`config.mk`:
```
export PLATFORM = sky130hd
export DESIGN_NAME = checksummed_command_framer
export DESIGN_NICKNAME = d
export VERILOG_FILES = /design/src/hw/rtl/cfr_pkg.sv /design/src/hw/rtl/cfr_front.sv /design/src/hw/rtl/cfr_queue.sv /design/src/hw/rtl/cfr_back.sv /design/src/hw/rtl/checksummed_command_framer.sv
export SDC_FILE = /design/constraint.sdc
export NUM_CORES = 1
export LEC_CHECK = 0
export ABC_AREA = 1
export BUFFER_PORTS_ARGS = -buffer_cell sky130_fd_sc_hd__buf_4
export CORE_ASPECT_RATIO = 1.2
export CORE_MARGIN = 1.5
export CORE_UTILIZATION = 50
export CTS_CLUSTER_DIAMETER = 120
export DETAILED_ROUTE_END_ITERATION = 7
export GPL_ROUTABILITY_DRIVEN = 1
export PLACE_DENSITY = 0.64
export REMOVE_ABC_BUFFERS = 1
export SYNTH_ARGS = -nofsm -noshare
export SYNTH_HDL_FRONTEND = slang
export SYNTH_SLANG_ARGS = --single-unit
```
`constraint.sdc`:
```
create_clock -name clk -period 14.1 [get_ports clk]
set_clock_uncertainty 0.15 [all_clocks]
set_input_delay 1.41 -clock clk [delete_from_list [all_inputs] [get_ports clk]]
set_output_delay 1.41 -clock clk [all_outputs]
set_load 0.02 [all_outputs]
```
`src/hw/rtl/cfr_pkg.sv`:
```
`timescale 1ns / 1ps
`default_nettype none
// ----------------------------------------------------------------------------
// cfr_pkg
// Shared types and constants of the checksummed command framer.
// ----------------------------------------------------------------------------
package cfr_pkg;

	localparam logic [7:0]  SYNC_FIRST   = 8'h55;
	localparam logic [7:0]  SYNC_SECOND  = 8'hAA;
	localparam logic [15:0] ADDR_BYTES   = 16'd4;
	localparam logic [15:0] ADDR_MAX_PAY = 16'd65531;

	// input opcodes
	localparam logic OP_BEGIN   = 1'b0;
	localparam logic OP_PAYLOAD = 1'b1;

	// byte positions inside a header job
	localparam logic [3:0] POS_SYNC0  = 4'd0;
	localparam logic [3:0] POS_SYNC1  = 4'd1;
	localparam logic [3:0] POS_CMD    = 4'd2;
	localparam logic [3:0] POS_LEN_LO = 4'd3;
	localparam logic [3:0] POS_LEN_HI = 4'd4;
	localparam logic [3:0] POS_ADDR0  = 4'd5;
	localparam logic [3:0] POS_ADDR1  = 4'd6;
	localparam logic [3:0] POS_ADDR2  = 4'd7;
	localparam logic [3:0] POS_ADDR3  = 4'd8;

	localparam int QUEUE_DEPTH = 4;

	// one unit of work handed from the front to the back
	typedef struct packed {
		logic        hdr;    // 1 = header burst, 0 = single payload byte
		logic        wadr;   // header carries address bytes
		logic        close;  // checksum byte follows
		logic [7:0]  cmd;
		logic [15:0] sent;
		logic [31:0] addr;
		logic [7:0]  data;
		logic [7:0]  sum;
	} job_t;

endpackage
`default_nettype wire

```
`src/hw/rtl/cfr_front.sv`:
```
`timescale 1ns / 1ps
`default_nettype none
// ----------------------------------------------------------------------------
// cfr_front
// Accepts input items, tracks the open frame and its checksum, and turns
// each item that produces bytes into one job for the back end.
// ----------------------------------------------------------------------------
module cfr_front (
	input  wire logic         clk,
	input  wire logic         arst_n,
	input  wire logic         in_valid,
	output logic              in_ready,
	input  wire logic         opcode,
	input  wire logic [7:0]   frame_command,
	input  wire logic [15:0]  payload_length,
	input  wire logic         with_address,
	input  wire logic [31:0]  start_address,
	input  wire logic [7:0]   payload_byte,
	input  wire logic         q_full,
	output logic              push,
	output cfr_pkg::job_t     push_job
);

	logic        frame_open_q;
	logic [15:0] bytes_left_q;
	logic [7:0]  running_sum_q;

	logic        accept;
	logic        pay_ok;
	logic [15:0] plen_clip;
	logic [15:0] sent;
	logic [7:0]  hdr_sum;
	logic [7:0]  pay_sum;
	logic [15:0] left_next;
	logic        hdr_close;
	logic        pay_close;

	assign in_ready = !q_full;
	assign accept   = in_valid && in_ready;
	assign pay_ok   = frame_open_q && (bytes_left_q != 16'd0);

	always_comb begin
		if (with_address && (payload_length > cfr_pkg::ADDR_MAX_PAY)) begin
			plen_clip = cfr_pkg::ADDR_MAX_PAY;
		end else begin
			plen_clip = payload_length;
		end
		sent = with_address ? (plen_clip + cfr_pkg::ADDR_BYTES) : plen_clip;
		hdr_sum = frame_command + sent[7:0] + sent[15:8];
		if (with_address) begin
			hdr_sum = hdr_sum + start_address[7:0] + start_address[15:8]
				+ start_address[23:16] + start_address[31:24];
		end
		hdr_close = (plen_clip == 16'd0);
		pay_sum   = running_sum_q + payload_byte;
		left_next = bytes_left_q - 16'd1;
		pay_close = (left_next == 16'd0);
	end

	always_comb begin
		push_job.hdr  = (opcode == cfr_pkg::OP_BEGIN);
		push_job.wadr = with_address;
		push_job.cmd  = frame_command;
		push_job.sent = sent;
		push_job.addr = start_address;
		push_job.data = payload_byte;
		if (opcode == cfr_pkg::OP_BEGIN) begin
			push_job.close = hdr_close;
			push_job.sum   = hdr_sum;
		end else begin
			push_job.close = pay_close;
			push_job.sum   = pay_sum;
		end
		push = accept && ((opcode == cfr_pkg::OP_BEGIN) || pay_ok);
	end

	always_ff @(posedge clk or negedge arst_n) begin
		if (!arst_n) begin
			frame_open_q  <= 1'b0;
			bytes_left_q  <= 16'd0;
			running_sum_q <= 8'd0;
		end else if (accept) begin
			if (opcode == cfr_pkg::OP_BEGIN) begin
				frame_open_q  <= !hdr_close;
				bytes_left_q  <= plen_clip;
				running_sum_q <= hdr_close ? 8'd0 : hdr_sum;
			end else if (pay_ok) begin
				frame_open_q  <= !pay_close;
				bytes_left_q  <= left_next;
				running_sum_q <= pay_close ? 8'd0 : pay_sum;
			end
		end
	end

endmodule
`default_nettype wire

```
`src/hw/rtl/cfr_queue.sv`:
```
`timescale 1ns / 1ps
`default_nettype none
// ----------------------------------------------------------------------------
// cfr_queue
// Small job queue between the front and the back end.
// ----------------------------------------------------------------------------
module cfr_queue #(
	parameter int Depth = cfr_pkg::QUEUE_DEPTH
) (
	input  wire logic          clk,
	input  wire logic          arst_n,
	input  wire logic          push,
	input  wire cfr_pkg::job_t push_job,
	output logic               full,
	input  wire logic          pop,
	output logic               head_valid,
	output cfr_pkg::job_t      head_job
);

	localparam int PtrW = (Depth > 1) ? $clog2(Depth) : 1;
	localparam int CntW = $clog2(Depth + 1);
	localparam logic [PtrW-1:0] PtrLast = PtrW'(Depth - 1);
	localparam logic [CntW-1:0] CntFull = CntW'(Depth);

	cfr_pkg::job_t   slots_q [Depth];
	logic [PtrW-1:0] wr_ptr_q;
	logic [PtrW-1:0] rd_ptr_q;
	logic [CntW-1:0] count_q;

	assign full       = (count_q == CntFull);
	assign head_valid = (count_q != '0);
	assign head_job   = slots_q[rd_ptr_q];

	always_ff @(posedge clk) begin
		if (push) begin
			slots_q[wr_ptr_q] <= push_job;
		end
	end

	always_ff @(posedge clk or negedge arst_n) begin
		if (!arst_n) begin
			wr_ptr_q <= '0;
			rd_ptr_q <= '0;
			count_q  <= '0;
		end else begin
			if (push) begin
				wr_ptr_q <= (wr_ptr_q == PtrLast) ? '0 : wr_ptr_q + 1'b1;
			end
			if (pop) begin
				rd_ptr_q <= (rd_ptr_q == PtrLast) ? '0 : rd_ptr_q + 1'b1;
			end
			if (push && !pop) begin
				count_q <= count_q + 1'b1;
			end else if (pop && !push) begin
				count_q <= count_q - 1'b1;
			end
		end
	end

endmodule
`default_nettype wire

```
`src/hw/rtl/cfr_back.sv`:
```
`timescale 1ns / 1ps
`default_nettype none
// ----------------------------------------------------------------------------
// cfr_back
// Walks the head job one byte per cycle into the output reg, unless stalled.
// ----------------------------------------------------------------------------
module cfr_back (
	input  wire logic          clk,
	input  wire logic          arst_n,
	input  wire logic          head_valid,
	input  wire cfr_pkg::job_t head_job,
	output logic               pop,
	output logic               out_valid,
	input  wire logic          out_ready,
	output logic [7:0]         out_byte,
	output logic               is_checksum,
	output logic               last_of_run
);

	logic [3:0] idx_q;
	logic       out_valid_q;
	logic [7:0] out_byte_q;
	logic       is_checksum_q;
	logic       last_of_run_q;

	logic [3:0] last_idx;
	logic       at_last;
	logic       load;
	logic [7:0] sel_byte;
	logic       sel_chk;

	always_comb begin
		if (head_job.hdr) begin
			last_idx = cfr_pkg::POS_LEN_HI;
			if (head_job.wadr) begin
				last_idx = cfr_pkg::POS_ADDR3;
			end
		end else begin
			last_idx = 4'd0;
		end
		if (head_job.close) begin
			last_idx = last_idx + 4'd1;
		end
		at_last = (idx_q == last_idx);
		load    = head_valid && (!out_valid_q || out_ready);
		pop     = load && at_last;
	end

	always_comb begin
		sel_chk = head_job.close && at_last;
		if (sel_chk) begin
			sel_byte = head_job.sum;
		end else if (!head_job.hdr) begin
			sel_byte = head_job.data;
		end else begin
			case (idx_q)
				cfr_pkg::POS_SYNC0:  sel_byte = cfr_pkg::SYNC_FIRST;
				cfr_pkg::POS_SYNC1:  sel_byte = cfr_pkg::SYNC_SECOND;
				cfr_pkg::POS_CMD:    sel_byte = head_job.cmd;
				cfr_pkg::POS_LEN_LO: sel_byte = head_job.sent[7:0];
				cfr_pkg::POS_LEN_HI: sel_byte = head_job.sent[15:8];
				cfr_pkg::POS_ADDR0:  sel_byte = head_job.addr[7:0];
				cfr_pkg::POS_ADDR1:  sel_byte = head_job.addr[15:8];
				cfr_pkg::POS_ADDR2:  sel_byte = head_job.addr[23:16];
				cfr_pkg::POS_ADDR3:  sel_byte = head_job.addr[31:24];
				default:             sel_byte = head_job.sum;
			endcase
		end
	end

	always_ff @(posedge clk or negedge arst_n) begin
		if (!arst_n) begin
			idx_q       <= 4'd0;
			out_valid_q <= 1'b0;
		end else begin
			if (load) begin
				idx_q       <= at_last ? 4'd0 : idx_q + 4'd1;
				out_valid_q <= 1'b1;
			end else if (out_ready) begin
				out_valid_q <= 1'b0;
			end
		end
	end

	always_ff @(posedge clk) begin
		if (load) begin
			out_byte_q    <= sel_byte;
			is_checksum_q <= sel_chk;
			last_of_run_q <= at_last;
		end
	end

	assign out_valid   = out_valid_q;
	assign out_byte    = out_byte_q;
	assign is_checksum = is_checksum_q;
	assign last_of_run = last_of_run_q;

endmodule
`default_nettype wire

```
`src/hw/rtl/checksummed_command_framer.sv`:
```
`timescale 1ns / 1ps
`default_nettype none
// Takes one item per cycle while the job queue has room. A payload item inside
// an open frame yields one byte, or two when it closes the frame with its
// checksum; a begin item yields five to ten bytes (sync, command, length,
// optional address, checksum of an empty frame). The output side sends one
// byte per cycle from a single output register while out_ready allows, so a
// begin item holds the output until all of its bytes are out, and the front
// keeps accepting items until the QueueDepth-entry job queue fills. Payload
// outside a frame is taken and dropped without output.
// ----------------------------------------------------------------------------
// checksummed_command_framer
// Command frame builder with 8-bit additive checksum: front classifier,
// job queue and byte serializer.
// ----------------------------------------------------------------------------
module checksummed_command_framer #(
	parameter int QueueDepth = cfr_pkg::QUEUE_DEPTH
) (
	input  wire logic         clk,
	input  wire logic         arst_n,
	input  wire logic         in_valid,
	output logic              in_ready,
	input  wire logic         opcode,
	input  wire logic [7:0]   frame_command,
	input  wire logic [15:0]  payload_length,
	input  wire logic         with_address,
	input  wire logic [31:0]  start_address,
	input  wire logic [7:0]   payload_byte,
	output logic              out_valid,
	input  wire logic         out_ready,
	output logic [7:0]        out_byte,
	output logic              is_checksum,
	output logic              last_of_run
);

	logic          q_full;
	logic          push;
	cfr_pkg::job_t push_job;
	logic          pop;
	logic          head_valid;
	cfr_pkg::job_t head_job;

	cfr_front u_front (
		.clk            (clk),
		.arst_n         (arst_n),
		.in_valid       (in_valid),
		.in_ready       (in_ready),
		.opcode         (opcode),
		.frame_command  (frame_command),
		.payload_length (payload_length),
		.with_address   (with_address),
		.start_address  (start_address),
		.payload_byte   (payload_byte),
		.q_full         (q_full),
		.push           (push),
		.push_job       (push_job)
	);

	cfr_queue #(
		.Depth (QueueDepth)
	) u_queue (
		.clk        (clk),
		.arst_n     (arst_n),
		.push       (push),
		.push_job   (push_job),
		.full       (q_full),
		.pop        (pop),
		.head_valid (head_valid),
		.head_job   (head_job)
	);

	cfr_back u_back (
		.clk         (clk),
		.arst_n      (arst_n),
		.head_valid  (head_valid),
		.head_job    (head_job),
		.pop         (pop),
		.out_valid   (out_valid),
		.out_ready   (out_ready),
		.out_byte    (out_byte),
		.is_checksum (is_checksum),
		.last_of_run (last_of_run)
	);

endmodule
`default_nettype wire
```
* Yosys cells after proc, flatten, opt, wreduce, memory -nomap -nowiden *
Memory sizes are Yosys's and may differ from the RTL's.
Cells that the tools add are included.

storage, ports and cells
  bits in registers = 47
  RAM bits = 300
  bits of input ports = 70
  output and inout bits = 12
  word-level logic and storage cells = 95
  memories = 1

memory list
  memory           depth  bits a word  read ports  clocked after memory_dff  wr ports  line             text
  u_queue.slots_q  4      75           1           0                         1         cfr_queue.sv:25  cfr_pkg::job_t slots_q [Depth];

cells by class
  add/subtract/negate cells = 15
  $lt $le $gt $ge = 1
  equal/unequal tests = 13
  muxes and demuxes = 28
  bitwise logic cells = 1
  reductions and logical operators = 25

operators by type and width
  kind                     number
  $pmux W8 S9              1
  $mux W16                 4
  $mux W8                  8
  $add A8 B8 Y8            7
  $logic_not A16 Y1        2
  $add A16 B3 Y16 const B  1
  $eq A4 B3 Y1 const B     4
  $gt A16 B16 Y1 const B   1
  $mux W4                  4
  $reduce_bool A16 Y1      1
  $sub A16 B1 Y16 const B  1
  $logic_and A1 B1 Y1      9
  $add A4 B1 Y4 const B    2
  $eq A4 B2 Y1 const B     2
  $mux W1                  7
  $logic_not A1 Y1         6
  $mux W3                  2
  $add A2 B1 Y2 const B    2
  $eq A2 B2 Y1 const B     2
  $eq A4 B1 Y1 const B     1
  $eq A4 B4 Y1             1
  $eq A4 B4 Y1 const B     1
  $logic_not A4 Y1         1
  $mux W2                  2
  other kinds (9)          11

* Depth between registers and ports, before layout *
  word-level depth = 14
  depth in mapped cells = 37
  gate-level depth less buffers = 37

* Hierarchy *
A second synthesis with hierarchy kept.

unflattened totals
  cells, all modules = 1794
  area total of the unflattened synthesis = 18377.6 µm²

modules (own cells, without submodules)
  module     times used  cells an instance  area an instance (µm²)  sequential area each (µm²)
  cfr_queue  1           928                12344.3                 9183.8
  cfr_front  1           607                4331.7                  625.6
  cfr_back   1           259                1701.6                  425.4

* Least setup slack after synthesis *
No wires, ideal clock.

  path kind = input port to flip-flop
  start point = input port payload_length[6]
  end point = memory u_queue.slots_q[0][7] (netlist bit) (data pin)
  setup time = 0.266 ns
  arrival time = 5.656 ns
  required time = 13.684 ns
  setup slack = 8.028 ns
  cell stages on the path = 33
  buffers on the path = 0
  path through = nand2_1 > inv_1 > nand2_1 > nor2_1 > nand2_1 > nand3_2 > nor2_2 > nand2_1 > xor2_1 > inv_1 > fa_1 > inv_1 > ha_1 > a21oi_1 > nand2_1 > a21o_1 > nand2_1 > nand2_1 > or2_2 > nand2_1 > inv_1 > fa_1 > ha_1 > a21oi_1 > o21ai_0 > nor2_1 > nand3_1 > nand3_1 > nand2_1 > nand2_1 > nand3_1 > nand3_1 > nand2_1

RTL lines
  item         line                              text
  from (decl)  checksummed_command_framer.sv:25  input wire logic [15:0] payload_length,
  to (decl)    cfr_queue.sv:25

==> metrics.md <==
| Metric | Value |
|---|---|
| Initial antenna violation count | `0` |
| Clock network power share | `24.7%` |
| Skew-Pair Late Insertion Delay | `540 ps` |
| Max stage delay on crit path | `510 ps` |
| Leading area contributor after synthesis | `edfxtp_1` |
| Mean Syn Cell Area | `10.83 µm²` |
| Setup Crit Path Kind | `input port to flip-flop` |
| Design area | `0.01889 mm²` |
| Ys Warns | `0` |
| Register area share after synthesis | `61.38%` |
| Reg2reg path depth | `15` |
| MaxCap Viol Count | `0` |
| Worst Hold Path Cells | `2` |
| Maximum fanout along the worst path | `19` |
| Worst ir drop on vdd | `99.70 µV` |
| Final hold vios | `0` |
| Share of layout cells above drive strength 1 | `11.74%` |
| Post-route setup slack | `7845 ps` |
| Vias in the first global route | `11,550` |
| Root Driver | `clkbuf_16` |
| Post-CTS Repair Setup Buffers | `0` |
| CTS tree | `done` |
| Worst R2R End | `u_queue.count_q[2]` |
| Drt drc | `0` |
| Max Freq | `159.9 MHz` |
| Ant diodes | `0` |
| Critical-path top delay cell | `fa_1` |
| Crit. End Element | `flip-flop` |
| Sw Share | `38.77%` |
| Slew headroom | `27.46%` |
| Placed instance area | `0.01764 mm²` |
| Comb power frac | `38.4%` |
| RSZ-0062 raised after global routing | `no` |
| Startpoint of the worst-slack reg-to-reg timing path | `u_queue.rd_ptr_q[0]` |
| Critical Path RT | `14,230 ps` |
| GRT Overall Usage | `25.25%` |
| Drt total wl | `42,320 µm` |
| Core ar. | `0.03297 mm²` |
| Hold slack final | `366.0 ps` |
| Port Buffers | `81` |
| FP Rows | `73` |
| Vias per cell | `5.581` |
| Routed length per instance | `20.29 µm` |
| CTS Buffer Depth | `3` |
| Post-cts gate resize count | `0` |
| Die area | `0.03446 mm²` |
| Internal power | `2.471 mW` |
| FF+latch count, synth | `347` |
| Fin crit share | `44.36%` |
| Synth top area cells | `edfxtp_1 56%, dfrtp_1 5.6%, nand2_1 5.2%` |
| Arrival time of the worst setup path | `6380 ps` |
| First-pass GRT wire length | `65,540 µm` |
| Routed via count | `11,640` |
| Drt pass-1 iters | `6` |
| Post-DP HPWL | `26,780 µm` |
| Async S/R FF share, synth | `10.66%` |
| Hold Crit Class | `flip-flop to flip-flop` |
| Final setup TNS | `0 ps` |
| R2r setup slk | `9730 ps` |
| CTS clock-pin slew for the worst setup and hold paths | `60 ps` |
| CP most frequent cell | `nand2_1` |
| Initial Utilization | `50.57%` |
| Slew @ Worst Pin | `1085 ps` |
| Total CTS buffers | `37` |
| Cell variety after synth | `52` |
| EDFF count, synth | `310` |
| Hold_sp | `u_front.frame_open_q` |
| Top delay family on crit path | `simple AND/OR/NAND/NOR gates` |
| Dpl ws | `7329 ps` |
| Post-Synthesis Cells | `1,539` |
| Synth top area share | `55.83%` |
| Top Ports | `82` |
| Leakage | `7.191 nW` |
| ANT nets after route | `0` |
| Total power | `4.036 mW` |
| Hold-fix buffers at CTS | `0` |
| Initial drt markers | `970` |
| Htree depth | `2` |
| Most frequently used flop master after synthesis | `edfxtp_1` |
| Clk sink count | `347` |
| Total gr overflow | `0` |
| Max Slew Vio Count | `0` |
| P per Cell Area | `213.6 mW/mm²` |
| Final critical-path required period | `6255 ps` |
| Final nets | `1,741` |
| Flop pwr share | `36.8%` |
| Final Wtd Congestion | `0.8767` |
| Post-Synthesis Cell Area | `0.01667 mm²` |
| Pin count of the biggest net entering global routing | `98` |
| Net switching power | `1.565 mW` |
| Status | `finished clean` |
| Die Y | `203.0 µm` |
| WHS Endpoint | `u_front.frame_open_q` |
| Endpoints failing setup | `0` |
| Worst Setup Start Kind | `input port` |
| WP buf/inv | `5` |
| Layout area overhead | `13.31%` |
| Chip Width | `169.7 µm` |
## how the worst max path moves through the flow
stage	slack (ps)	cells past startpoint	end	start
after detailed placement	7330	34	u_queue.slots_q[3][7]	with_address
after global routing	7410	34	u_queue.slots_q[0][7]	with_address
after CTS	7890	34	u_queue.slots_q[0][7]	with_address
after floorplan	8020	33	u_queue.slots_q[0][7]	payload_length[6]
final	7850	34	u_queue.slots_q[0][7]	with_address
after global placement	7380	34	u_queue.slots_q[0][7]	with_address
## synth_stat cells, drive strengths merged (11+ instances only)
cell type,number
o211ai,11
edfxtp,310
buf,43
inv,136
xor2,32
nand2,235
a21oi,36
nand4,19
nor2,233
clkbuf,21
nand3,51
fa,30
dfrtp,37
o22ai,60
o21ai,189
ha,33
## worst min-delay path: stages, from the launching register on
cell	delay, ps
dfrtp_1	350
nand2_1	60
o21ai_1	70
## stage by stage
stage	cells	util, %
2_1_floorplan	1475	-
3_3_place_gp	2019	53.50
3_5_place_dp	2019	53.50
4_1_cts	2086	57.30
5_1_grt	2086	57.30
6_report	2086	57.30
## placed cells by master (no fill, tap or decap), types with 3 or more instances in the layout
master / instances
xnor2_1: 9
ha_1: 33
inv_2: 5
nand2_2: 4
or2_2: 3
o211ai_1: 11
nand3b_1: 3
clkbuf_1: 5
o221ai_1: 4
dfrtp_1: 35
nor2_4: 7
nand3_1: 49
o21ai_0: 172
xor2_1: 32
buf_4: 94
nand2_1: 231
nor3_1: 7
a21oi_1: 35
nor2_1: 211
nor4_1: 5
a31oi_1: 6
clkinv_1: 9
clkbuf_16: 39
inv_1: 130
nor2_2: 15
nand4_1: 19
a22o_1: 7
bufinv_16: 5
o21ai_1: 16
edfxtp_1: 310
o22ai_1: 60
clkinv_2: 5
fa_1: 30
## registers in the layout, indices dropped and copies added, names as in the netlist
signal,count
u_queue.slots_q,300
u_back.last_of_run,1
u_back.out_valid,1
u_front.bytes_left_q,16
u_front.running_sum_q,8
u_back.out_byte,8
u_front.frame_open_q,1
u_queue.count_q,3
u_back.idx_q,4
u_queue.rd_ptr_q,2
u_queue.wr_ptr_q,2
u_back.is_checksum,1
## power groups by stage
stage / Combinational, mW / Sequential, mW / Clock, mW
after floorplan: 0.956 / 1.56 / 0
after global placement: 1.51 / 1.50 / 0
after detailed placement: 1.54 / 1.51 / 0
after CTS: 1.55 / 1.49 / 1.01
after global routing: 1.73 / 1.51 / 1.05
final: 1.55 / 1.49 / 0.998
## per-layer routing
layer | part of all wire [%] | GRT usage [%] | vias up
li1 | - | - | 5494
met1 | 42 | 33.50 | 5694
met2 | 49 | 41.58 | 371
met3 | 5.6 | 3.996 | 83
met4 | 3.6 | 10.21 | 0
met5 | 0 | 0 | -
## layout make-up
| type | instances | area (µm²) |
|---|---|---|
| fillers | 2755 | 14080 |
| flip-flops and latches | 347 | 10240 |
| multi-input cells | 991 | 5613 |
| clock buffers | 46 | 1022 |
| repair buffers | 94 | 705.7 |
| well taps | 450 | 563.0 |
| inverters | 137 | 519.2 |
| clock inverters | 21 | 230.2 |
## cells by family after synthesis
logic type      after synthesis  share of synthesized area, %
fa+ha+maj                    63                         6.078
compound gates              326                         11.05
flops                       347                         61.38
simple gates                561                         14.13
buf+inv                     201                         5.200
xor+xnor                     41                         2.154
(Power assumes the default switching activity.)
